File: config.mk
export PLATFORM = sky130hd
export DESIGN_NAME = epoch_seconds_to_calendar
export DESIGN_NICKNAME = d
export VERILOG_FILES = /design/src/sv/epc_pkg.sv /design/src/sv/epc_ctrl.sv /design/src/sv/epc_dp.sv /design/src/sv/epoch_seconds_to_calendar.sv
export SDC_FILE = /design/constraint.sdc
export NUM_CORES = 2
export LEC_CHECK = 0
export ABC_AREA = 1
export BUFFER_PORTS_ARGS = -buffer_cell sky130_fd_sc_hd__buf_4
export CORE_MARGIN = 3
export CORE_UTILIZATION = 53
export DETAILED_ROUTE_END_ITERATION = 7
export GPL_TIMING_DRIVEN = 0
export PLACE_DENSITY = 0.81
export SLEW_MARGIN = 25
export SYNTH_ARGS = -nofsm -noshare
export SYNTH_HDL_FRONTEND = slang
export SYNTH_HIERARCHICAL = 1
export SYNTH_SLANG_ARGS = --single-unit
export TNS_END_PERCENT = 1
File: constraint.sdc
create_clock -name clk -period 11.6 [get_ports clk]
set_input_delay 0.58 -clock clk [delete_from_list [all_inputs] [get_ports clk]]
set_output_delay 0.58 -clock clk [all_outputs]
set_load 0.01 [all_outputs]
File: src/sv/epc_pkg.sv
// Shared types and constants for the epoch seconds to calendar converter.
// Used by epc_ctrl, epc_dp and epoch_seconds_to_calendar; no dependencies.
package epc_pkg;

	localparam logic [31:0] LAST_VALID_SEC = 32'd4102444799;
	localparam logic [16:0] SECS_PER_DAY   = 17'd86400;
	localparam logic [16:0] DAYS_PER_BLOCK = 17'd1461;
	localparam logic [16:0] SECS_PER_HOUR  = 17'd3600;
	localparam logic [16:0] SECS_PER_MIN   = 17'd60;
	localparam logic [15:0] DAYS_1968_TO_70 = 16'd731;
	localparam logic [7:0]  BASE_YEAR      = 8'd68;
	localparam logic [8:0]  DAYS_LEAP_YEAR = 9'd366;
	localparam logic [8:0]  DAYS_YEAR      = 9'd365;
	localparam logic [1:0]  LAST_YEAR_IN_BLOCK = 2'd3;
	localparam logic [3:0]  LAST_MONTH     = 4'd11;
	localparam logic [3:0]  FEBRUARY       = 4'd1;

	// reciprocals of the odd parts of the divisors, used after the power-of-two
	// factor is shifted out: 86400 = 675 << 7, 3600 = 225 << 4, 60 = 15 << 2
	localparam logic [25:0] RECIP_DAY   = 26'd50903317;  // 2^35 / 675, rounded up
	localparam logic [16:0] RECIP_BLOCK = 17'd91868;     // 2^27 / 1461, rounded up
	localparam logic [13:0] RECIP_HOUR  = 14'd9321;      // 2^21 / 225, rounded up
	localparam logic [10:0] RECIP_MIN   = 11'd1093;      // 2^14 / 15, rounded up

	localparam int TDATA_W = 40;

	typedef enum logic [3:0] {
		ST_IDLE,
		ST_DIV_DAY,
		ST_SAVE_DAY,
		ST_DIV_BLK,
		ST_SAVE_BLK,
		ST_YEAR,
		ST_MONTH,
		ST_LOAD_SOD,
		ST_DIV_HOUR,
		ST_SAVE_HOUR,
		ST_DIV_MIN,
		ST_DONE
	} epc_state_t;

	typedef enum logic [3:0] {
		OP_NONE,
		OP_LOAD,
		OP_DIV_STEP,
		OP_SAVE_DAYS,
		OP_SAVE_BLK,
		OP_YEAR_STEP,
		OP_MONTH_STEP,
		OP_LOAD_SOD,
		OP_SAVE_HOUR,
		OP_FINISH
	} epc_op_t;

	typedef enum logic [1:0] {
		DIV_DAY,
		DIV_BLOCK,
		DIV_HOUR,
		DIV_MIN
	} epc_div_t;

	typedef struct packed {
		epc_op_t    op;
		epc_div_t   div;
	} epc_cmd_t;

	typedef struct packed {
		logic oor;
		logic year_stop;
		logic month_stop;
		logic out_busy;
	} epc_stat_t;

	function automatic logic [4:0] month_len_f(input logic [3:0] m, input logic leap);
		logic [4:0] len;
		unique case (m)
			FEBRUARY: len = leap ? 5'd29 : 5'd28;
			4'd3,
			4'd5,
			4'd8,
			4'd10:   len = 5'd30;
			default: len = 5'd31;
		endcase
		return len;
	endfunction

endpackage

File: src/sv/epc_ctrl.sv
// Sequencer for the calendar converter: walks the divider phases and the
// year and month walks, issuing one datapath command per cycle. Uses epc_pkg.
module epc_ctrl (
	input  logic              clk,
	input  logic              arst_n,
	input  logic              in_valid,
	output logic              in_ready,
	input  epc_pkg::epc_stat_t stat,
	output epc_pkg::epc_cmd_t  cmd
);
	import epc_pkg::*;

	epc_state_t state_q, state_d;

	always_ff @(posedge clk or negedge arst_n) begin
		if (!arst_n) begin
			state_q <= ST_IDLE;
		end else begin
			state_q <= state_d;
		end
	end

	// next state
	always_comb begin
		state_d = state_q;
		unique case (state_q)
			ST_IDLE: begin
				if (in_valid) state_d = ST_DIV_DAY;
			end
			ST_DIV_DAY: begin
				if (stat.oor) state_d = ST_DONE;
				else state_d = ST_SAVE_DAY;
			end
			ST_SAVE_DAY:  state_d = ST_DIV_BLK;
			ST_DIV_BLK:   state_d = ST_SAVE_BLK;
			ST_SAVE_BLK:  state_d = ST_YEAR;
			ST_YEAR: begin
				if (stat.year_stop) state_d = ST_MONTH;
			end
			ST_MONTH: begin
				if (stat.month_stop) state_d = ST_LOAD_SOD;
			end
			ST_LOAD_SOD:  state_d = ST_DIV_HOUR;
			ST_DIV_HOUR:  state_d = ST_SAVE_HOUR;
			ST_SAVE_HOUR: state_d = ST_DIV_MIN;
			ST_DIV_MIN:   state_d = ST_DONE;
			ST_DONE: begin
				if (!stat.out_busy) state_d = ST_IDLE;
			end
			default: state_d = ST_IDLE;
		endcase
	end

	// commands; div also picks the divisor for the remainder in the save steps
	always_comb begin
		in_ready    = 1'b0;
		cmd.op      = OP_NONE;
		cmd.div     = DIV_DAY;
		unique case (state_q)
			ST_IDLE: begin
				in_ready = 1'b1;
				if (in_valid) cmd.op = OP_LOAD;
			end
			ST_DIV_DAY: begin
				if (!stat.oor) cmd.op = OP_DIV_STEP;
			end
			ST_SAVE_DAY: cmd.op = OP_SAVE_DAYS;
			ST_DIV_BLK: begin
				cmd.op  = OP_DIV_STEP;
				cmd.div = DIV_BLOCK;
			end
			ST_SAVE_BLK: begin
				cmd.op  = OP_SAVE_BLK;
				cmd.div = DIV_BLOCK;
			end
			ST_YEAR:      cmd.op = OP_YEAR_STEP;
			ST_MONTH:     cmd.op = OP_MONTH_STEP;
			ST_LOAD_SOD:  cmd.op = OP_LOAD_SOD;
			ST_DIV_HOUR: begin
				cmd.op  = OP_DIV_STEP;
				cmd.div = DIV_HOUR;
			end
			ST_SAVE_HOUR: begin
				cmd.op  = OP_SAVE_HOUR;
				cmd.div = DIV_HOUR;
			end
			ST_DIV_MIN: begin
				cmd.op  = OP_DIV_STEP;
				cmd.div = DIV_MIN;
			end
			ST_DONE: begin
				cmd.op  = OP_FINISH;
				cmd.div = DIV_MIN;
			end
			default:      cmd.op = OP_NONE;
		endcase
	end

endmodule

File: src/sv/epc_dp.sv
// Datapath of the calendar converter: shared reciprocal-multiply divider for
// the constant divisors, year and month walk, output register. Uses epc_pkg.
module epc_dp (
	input  logic                        clk,
	input  logic                        arst_n,
	input  logic [31:0]                 in_secs,
	input  epc_pkg::epc_cmd_t           cmd,
	output epc_pkg::epc_stat_t          stat,
	output logic                        out_valid,
	input  logic                        out_ready,
	output logic [epc_pkg::TDATA_W-1:0] out_data,
	output logic                        out_user
);
	import epc_pkg::*;

	logic [31:0] rem_q;
	logic [15:0] quo_q;
	logic [16:0] sod_q;
	logic [1:0]  yib_q;
	logic [3:0]  mon_q;
	logic [7:0]  year_q;
	logic [4:0]  day_q;
	logic [4:0]  hour_q;
	logic        oor_q;
	logic        out_valid_q;
	logic [TDATA_W-1:0] out_data_q;
	logic        out_user_q;

	logic [16:0] div_d;
	logic [24:0] mul_a;
	logic [25:0] mul_b;
	logic [50:0] mul_p;
	logic [15:0] quo_d;
	logic [32:0] back_prod;
	logic [31:0] rem_new;
	logic [8:0]  ylen;
	logic [4:0]  mlen;
	logic        year_stop;
	logic        month_stop;
	logic        out_load;
	logic [7:0]  year_fin;
	logic [TDATA_W-1:0] packed_res;

	// operand has the divisor's power-of-two factor shifted out; the rounded-up
	// reciprocal gives the exact quotient over each phase's operand range
	always_comb begin
		unique case (cmd.div)
			DIV_DAY: begin
				div_d = SECS_PER_DAY;
				mul_a = rem_q[31:7];
				mul_b = RECIP_DAY;
			end
			DIV_BLOCK: begin
				div_d = DAYS_PER_BLOCK;
				mul_a = {9'd0, rem_q[15:0]};
				mul_b = {9'd0, RECIP_BLOCK};
			end
			DIV_HOUR: begin
				div_d = SECS_PER_HOUR;
				mul_a = {12'd0, rem_q[16:4]};
				mul_b = {12'd0, RECIP_HOUR};
			end
			DIV_MIN: begin
				div_d = SECS_PER_MIN;
				mul_a = {15'd0, rem_q[11:2]};
				mul_b = {15'd0, RECIP_MIN};
			end
			default: begin
				div_d = SECS_PER_DAY;
				mul_a = rem_q[31:7];
				mul_b = RECIP_DAY;
			end
		endcase
	end

	assign mul_p = mul_a * mul_b;

	always_comb begin
		unique case (cmd.div)
			DIV_DAY:   quo_d = mul_p[50:35];
			DIV_BLOCK: quo_d = {10'd0, mul_p[32:27]};
			DIV_HOUR:  quo_d = {10'd0, mul_p[26:21]};
			DIV_MIN:   quo_d = {10'd0, mul_p[19:14]};
			default:   quo_d = mul_p[50:35];
		endcase
	end

	// remainder from the registered quotient
	assign back_prod = quo_q * div_d;
	assign rem_new   = rem_q - back_prod[31:0];

	// day-in-block is below 1461 once the block split is done
	assign ylen       = (yib_q == 2'd0) ? DAYS_LEAP_YEAR : DAYS_YEAR;
	assign year_stop  = (yib_q == LAST_YEAR_IN_BLOCK) || (rem_q[10:0] < {2'b0, ylen});
	assign mlen       = month_len_f(mon_q, yib_q == 2'd0);
	assign month_stop = (mon_q == LAST_MONTH) || (rem_q[10:0] < {6'b0, mlen});

	assign out_load = (cmd.op == OP_FINISH) && (!out_valid_q || out_ready);
	assign year_fin = year_q + {6'd0, yib_q};
	// word: year, month, day, hour, minute, second from bit 0 up
	assign packed_res = {6'd0, rem_new[5:0], quo_q[5:0], hour_q, day_q, mon_q, year_fin};

	assign stat.oor        = oor_q;
	assign stat.year_stop  = year_stop;
	assign stat.month_stop = month_stop;
	assign stat.out_busy   = out_valid_q && !out_ready;

	always_ff @(posedge clk) begin
		unique case (cmd.op)
			OP_LOAD: begin
				rem_q <= in_secs;
				quo_q <= '0;
				oor_q <= in_secs > LAST_VALID_SEC;
				yib_q <= '0;
				mon_q <= '0;
			end
			OP_DIV_STEP: begin
				quo_q <= quo_d;
			end
			OP_SAVE_DAYS: begin
				sod_q <= rem_new[16:0];
				rem_q <= {16'd0, quo_q + DAYS_1968_TO_70};
				quo_q <= '0;
			end
			OP_SAVE_BLK: begin
				year_q <= BASE_YEAR + {quo_q[5:0], 2'b00};
				rem_q  <= rem_new;
				quo_q  <= '0;
			end
			OP_YEAR_STEP: begin
				if (!year_stop) begin
					rem_q <= rem_q - {23'd0, ylen};
					yib_q <= yib_q + 2'd1;
				end
			end
			OP_MONTH_STEP: begin
				if (!month_stop) begin
					rem_q <= rem_q - {27'd0, mlen};
					mon_q <= mon_q + 4'd1;
				end
			end
			OP_LOAD_SOD: begin
				day_q <= rem_q[4:0] + 5'd1;
				rem_q <= {15'd0, sod_q};
				quo_q <= '0;
			end
			OP_SAVE_HOUR: begin
				hour_q <= quo_q[4:0];
				rem_q  <= rem_new;
				quo_q  <= '0;
			end
			OP_NONE, OP_FINISH: ;
			default: ;
		endcase
		if (out_load) begin
			out_data_q <= oor_q ? '0 : packed_res;
			out_user_q <= oor_q;
		end
	end

	always_ff @(posedge clk or negedge arst_n) begin
		if (!arst_n) begin
			out_valid_q <= 1'b0;
		end else if (out_load) begin
			out_valid_q <= 1'b1;
		end else if (out_ready) begin
			out_valid_q <= 1'b0;
		end
	end

	assign out_valid = out_valid_q;
	assign out_data  = out_data_q;
	assign out_user  = out_user_q;

endmodule

File: src/sv/epoch_seconds_to_calendar.sv
// Top level of the epoch seconds to calendar converter.
// Instantiates epc_ctrl and epc_dp; uses epc_pkg.
//
// Input stream: s_tdata carries a 32-bit unsigned count of seconds since
// 1970-01-01 00:00:00 UTC. Output stream: m_tdata carries the calendar date
// and time of day, m_tuser flags an input after 2099-12-31 23:59:59 (all
// fields of m_tdata are then zero). One output word per input word, in order.
// One word is worked on at a time. s_tready is high only while idle.
// An in-range word goes from acceptance to m_tvalid through these steps in
// order: day quotient and remainder, four-year block quotient and remainder,
// year walk, month walk, load of the second of the day, hour quotient and
// remainder, minute quotient, output load; quotients by reciprocal multiply.
// An out-of-range word goes from the day quotient step straight to the output
// load. The next word is accepted only once the sequencer is back in idle.
// A stalled receiver holds the result in the output register; the block
// finishes the next word and then waits until the held word is taken.
// Reset clears the sequencer and the output valid; no clearing pass.
module epoch_seconds_to_calendar (
	input  logic        clk,
	input  logic        arst_n,
	input  logic        s_tvalid,
	output logic        s_tready,
	input  logic [31:0] s_tdata,  // [31:0] epoch_seconds
	output logic        m_tvalid,
	input  logic        m_tready,
	// [7:0] years_since_1900, [11:8] month_index, [16:12] day_of_month,
	// [21:17] hour_of_day, [27:22] minute_of_hour, [33:28] second_of_minute,
	// [39:34] zero
	output logic [39:0] m_tdata,
	output logic        m_tuser   // [0] out_of_range
);
	import epc_pkg::*;

	epc_cmd_t  cmd;
	epc_stat_t stat;

	epc_ctrl u_ctrl (
		.clk      (clk),
		.arst_n   (arst_n),
		.in_valid (s_tvalid),
		.in_ready (s_tready),
		.stat     (stat),
		.cmd      (cmd)
	);

	epc_dp u_dp (
		.clk       (clk),
		.arst_n    (arst_n),
		.in_secs   (s_tdata),
		.cmd       (cmd),
		.stat      (stat),
		.out_valid (m_tvalid),
		.out_ready (m_tready),
		.out_data  (m_tdata),
		.out_user  (m_tuser)
	);

endmodule

# Word level (Yosys, flattened, before mapping)

Cells that the tools add are included.

Add/subtract/negate cells: 9
Reductions and logical operators: 26
Mux-type cells: 28
Multipliers: 2
Equality and inequality tests: 36
Magnitude comparators: 3

Operator list:

| kind                                           | number |
|---|---|
| one-hot mux 32 bit (6 select lines)            | 1 |
| one-hot mux 26 bit (4 select lines)            | 1 |
| one-hot mux 25 bit (4 select lines)            | 1 |
| one-hot mux 17 bit (4 select lines)            | 1 |
| 2-to-1 mux 32 bit                              | 2 |
| one-hot mux 16 bit (4 select lines)            | 1 |
| multiplier 25 x 26 -> 51 bit                   | 1 |
| one-hot mux 4 bit (12 select lines)            | 1 |
| one-hot mux 4 bit (10 select lines)            | 1 |
| == test 4 x 3 -> 1 bit, second input constant  | 9 |
| == test 4 bit, second input constant           | 9 |
| > comparator 32 bit, second input constant     | 1 |
| multiplier 16 x 17 -> 32 bit                   | 1 |
| one-hot mux 16 bit (2 select lines)            | 1 |
| subtractor 32 bit                              | 1 |
| subtractor 32 x 5 -> 32 bit                    | 1 |
| subtractor 32 x 9 -> 32 bit                    | 1 |
| 2-to-1 mux 4 bit                               | 6 |
| == test 4 x 2 -> 1 bit, second input constant  | 5 |
| adder 16 x 10 -> 16 bit, second input constant | 1 |
| == test 4 x 1 -> 1 bit, second input constant  | 3 |
| < comparator 11 x 5 -> 1 bit                   | 1 |
| < comparator 11 x 9 -> 1 bit                   | 1 |
| one-hot mux 5 bit (2 select lines)             | 1 |
| 28 further kinds                               | 52 |

Input bits: 36
Register bits after elaboration: 136

# Logic depth before layout (Yosys ltp)

Depth after elaboration: 8
Mapped depth: 48
Mapped depth without buffers: 45

# Hierarchy

Netlist, hierarchy kept.

By module, submodules not included:

| module   | cells each | area an instance (um^2) | instances |
|---|---|---|---|
| epc_dp   | 3888       | 31742.9                 | 1 |
| epc_ctrl | 59         | 361.6                   | 1 |

# Least setup slack after synthesis

Ideal clock, no wire load.

Kind: flip-flop to flip-flop
Start: reg u_ctrl.state_q[0]
End: reg u_dp.quo_q[15] (data pin)
Setup slack: 3.028 ns
Stages on the path, launching flop included: 42
Path buffers: 4
Clock period less this slack: 8.572 ns
Arrival: 8.317 ns
Path through: dfrtp_1 -> nand2_1 -> inv_1 -> o21ai_0 -> o22ai_1 -> clkbuf_1 -> clkbuf_1 -> inv_1 -> ha_1 -> inv_1 -> clkbuf_1 -> buf_2 -> nand2_1 -> inv_1 -> nor2_1 -> nor2_1 -> inv_1 -> fa_1 -> [6 not listed] -> inv_1 -> fa_1 -> inv_1 -> fa_1 -> inv_1 -> fa_1 -> inv_1 -> ha_1 -> nand2_1 -> nor2_1 -> inv_1 -> o21ai_0 -> a21oi_1 -> nand2_2 -> nand4_2 -> or2_1 -> a21oi_1 -> nor2_1

RTL lines:

| what                   | line           | text |
|---|---|---|
| start, declared        | epc_ctrl.sv:13 | `epc_state_t state_q, state_d;` |
| start signal, assigned | epc_ctrl.sv:19 | `state_q <= state_d;` |
| end signal, assigned   | epc_dp.sv:118  | `quo_q <= quo_d;` |
| end, declared          | epc_dp.sv:17   | `logic [15:0] quo_q;` |

==> reports/results.ini <==
[clock_network]
clk_latency_ps=450
ctsLongestPathBuffers=2
clkSlewWorstSetupHoldPaths_ps=60
cts_setup_buffers=0
cts.sinks=128
root_buffer=clkbuf_16
h-tree-depth=4
cts_tree=done
numCtsBuffers=17

[routing]
vias=26700
dr.pass1.iters=6
viasPerCell=5.51
wl_um=96100
routedWlPerCell_um=19.8
ant_nets=0
drc=0
drt-initial-drc-count=2608

[global_route]
antenna_found_initial=1
grt_pass1_vias=27300
grt_max_degree=31
grt_overflow=0
grtUsageTotal=0.311
grt_pass1_wl_um=151000

[place]
io_buffers=72
post-place-ws_ps=411
place_area_um2=33800
dpl.hpwl_um=83200
place_congestion=0.996

[logic_synthesis]
synth_async_sr_flop_share=0.0391
synth_area_um2=32100
synth_top_cell_area_share=0.332
ys_seq_elements=128
synth_most_common_cell=inv_1
netlist_top_cells_area=fa_1, ha_1, inv_1, edfxtp_1, nand2_1
synth_top_area_cell=fa_1
synthCells=3947
synth_edf_count=123
seq_area_frac_synth=0.119
ys_warn_count=6
synthDistinctLibCells=65
avgSynthCellArea_um2=8.13
synthTopCellsByCount=inv_1, nand2_1, fa_1, ha_1, nor2_1
ys.flop_type=edfxtp_1

[status]
status=complete, no violations

[sta]
setup_slack_ps=277
tightest_slew_ps=1140
finalSetupViolCount=0
finalMaxSlewViolations=0
clock_skew_ps=15.4
setup_tns_ps=0
period_needed_ps=11320
fmax_mhz=88.3
finalHoldViolCount=0
rsz0062_at_grt=false
min_period_over_period=0.976
relSlewSlack=0.243

[hold_path]
hold_path_class=primary input to register

[worst_setup_path]
cp_max_fo=10
critPathLaunchType=register
crit_path_max_incr_delay_ps=900
path_class=register to register
cpMostUsedCell=inv_1
cp_data_arrival_time_ps=11510
cp_data_required_time_ps=11790
cpMaxStageDelayCell=clkbuf_1
end_kind=register

[floorplan]
die_h_um=252
die-area_um2=63600
num_rows=89
io_pins=79
initial_core_util=0.540
die_w_um=252
coreArea_um2=59500

[layout]
drive_gt1_frac=0.0493
area_growth_pct=7.02
final_cell_area_um2=34400
insertedDiodeCount=0
layout.nets=5048

[flow_run]
maxCapViolations=0

-- worst max-delay path: cells and delay by family (launching register included) --
family                     cells  cell delay, ps
and+or+nand+nor               12            1970
AOI/OAI and AO/OA              5            1200
adders and majority gates      9            4000
DFF                            1             420
buffers and inverters         15            3490
-- kinds of logic (layout without fill, tap and decap cells) --
family                   count (synthesis)  in the layout  share of synthesized area
flip-flops                             128            128                      0.119
AO/OA/AOI/OAI                          372            372                     0.0680
AND/OR/NAND/NOR                       1188           1188                      0.156
adder cells (fa/ha/maj)                951            951                      0.495
other                                    2             21                   0.000234
XOR/XNOR                                39             39                     0.0109
buffers and inverters                 1267           1375                      0.151
-- state kept, by name, summed over array words and instances, names as in the netlist --
signal / cells
u_ctrl/state_q: 4
u_dp/day_q: 5
u_dp/hour_q: 5
u_dp/mon_q: 4
u_dp/oor_q: 1
u_dp/out_data: 34
u_dp/out_user: 1
u_dp/out_valid: 1
u_dp/quo_q: 16
u_dp/rem_q: 32
u_dp/sod_q: 17
u_dp/year_q: 6
u_dp/yib_q: 2
-- cells in the final DEF (no fill, tap or decap), types with 12 or more instances in the layout --
cell type / instances
nand3b_1: 12
o21ai_0: 101
fa_1: 533
xor2_1: 30
a21o_1: 12
o21bai_1: 13
a31oi_1: 33
inv_1: 1172
a21oi_1: 137
nand2_2: 17
nand2_1: 614
nor3_1: 27
nand3_1: 104
edfxtp_1: 123
buf_4: 83
clkbuf_1: 44
conb_1: 21
clkbuf_16: 17
o21a_1: 13
nand4_1: 30
ha_1: 418
nor2_1: 335
-- layer usage --
layer	share of wire	wire, um	GRT usage
met3	0.10	9650	0.0673
met4	0.062	5920	0.158
met2	0.45	42800	0.486
met1	0.39	37700	0.412
met5	0.00014	13	0
-- what timing repair did --
item | in CTS | in global routing
hold buffers | 1 | 0
hold endpoints to repair | 5 | 0
gates resized for setup | 0 | 4
setup endpoints to repair | 0 | 11
-- path summary, 6_finish.rpt --
path / depth (start not counted) / end / slack (ps) / from
min in group asynchronous: 2 / u_ctrl/state_q[0]$_DFFE_PN0P_ / 470 / arst_n
worst min register to register: 2 / u_dp/out_data[19]$_SDFFCE_PP0P_ / 530 / u_dp/hour_q[2]$_DFFE_PP_
max in group asynchronous: 2 / u_dp/out_valid$_DFFE_PN0P_ / 11010 / arst_n
worst max register to register: 41 / u_dp/quo_q[11]$_SDFFCE_PP0P_ / 280 / u_ctrl/state_q[0]$_DFFE_PN0P_
worst min-delay path: 2 / u_dp/out_valid$_DFFE_PN0P_ / 330 / m_tready
worst max-delay path: 41 / u_dp/quo_q[11]$_SDFFCE_PP0P_ / 280 / u_ctrl/state_q[0]$_DFFE_PN0P_
-- through the flow --
| stage | utilization | hold WS (ps) | cells |
|---|---|---|---|
| after floorplan | - | 284 | 3966 |
| after global placement | 0.566 | 386 | 4811 |
| after detailed placement | 0.568 | 386 | 4814 |
| after CTS | 0.578 | 318 | 4847 |
| after global routing | 0.578 | 357 | 4847 |
| final | 0.578 | 325 | 4847 |
-- layout make-up --
cell class                 instances  area [um^2]
buffer                            84          410
clock buffer                      17          425
clock inverter                    15          156
fill                            5231        25100
inverter                        1183         4440
multi-input combinational       2571        23500
sequential                       128         3820
tap                              773          967
timing repair buffer              76          609
Power is not shown: default switching activity piles up to over one toggle a cycle in this logic, so the estimate is an artifact.
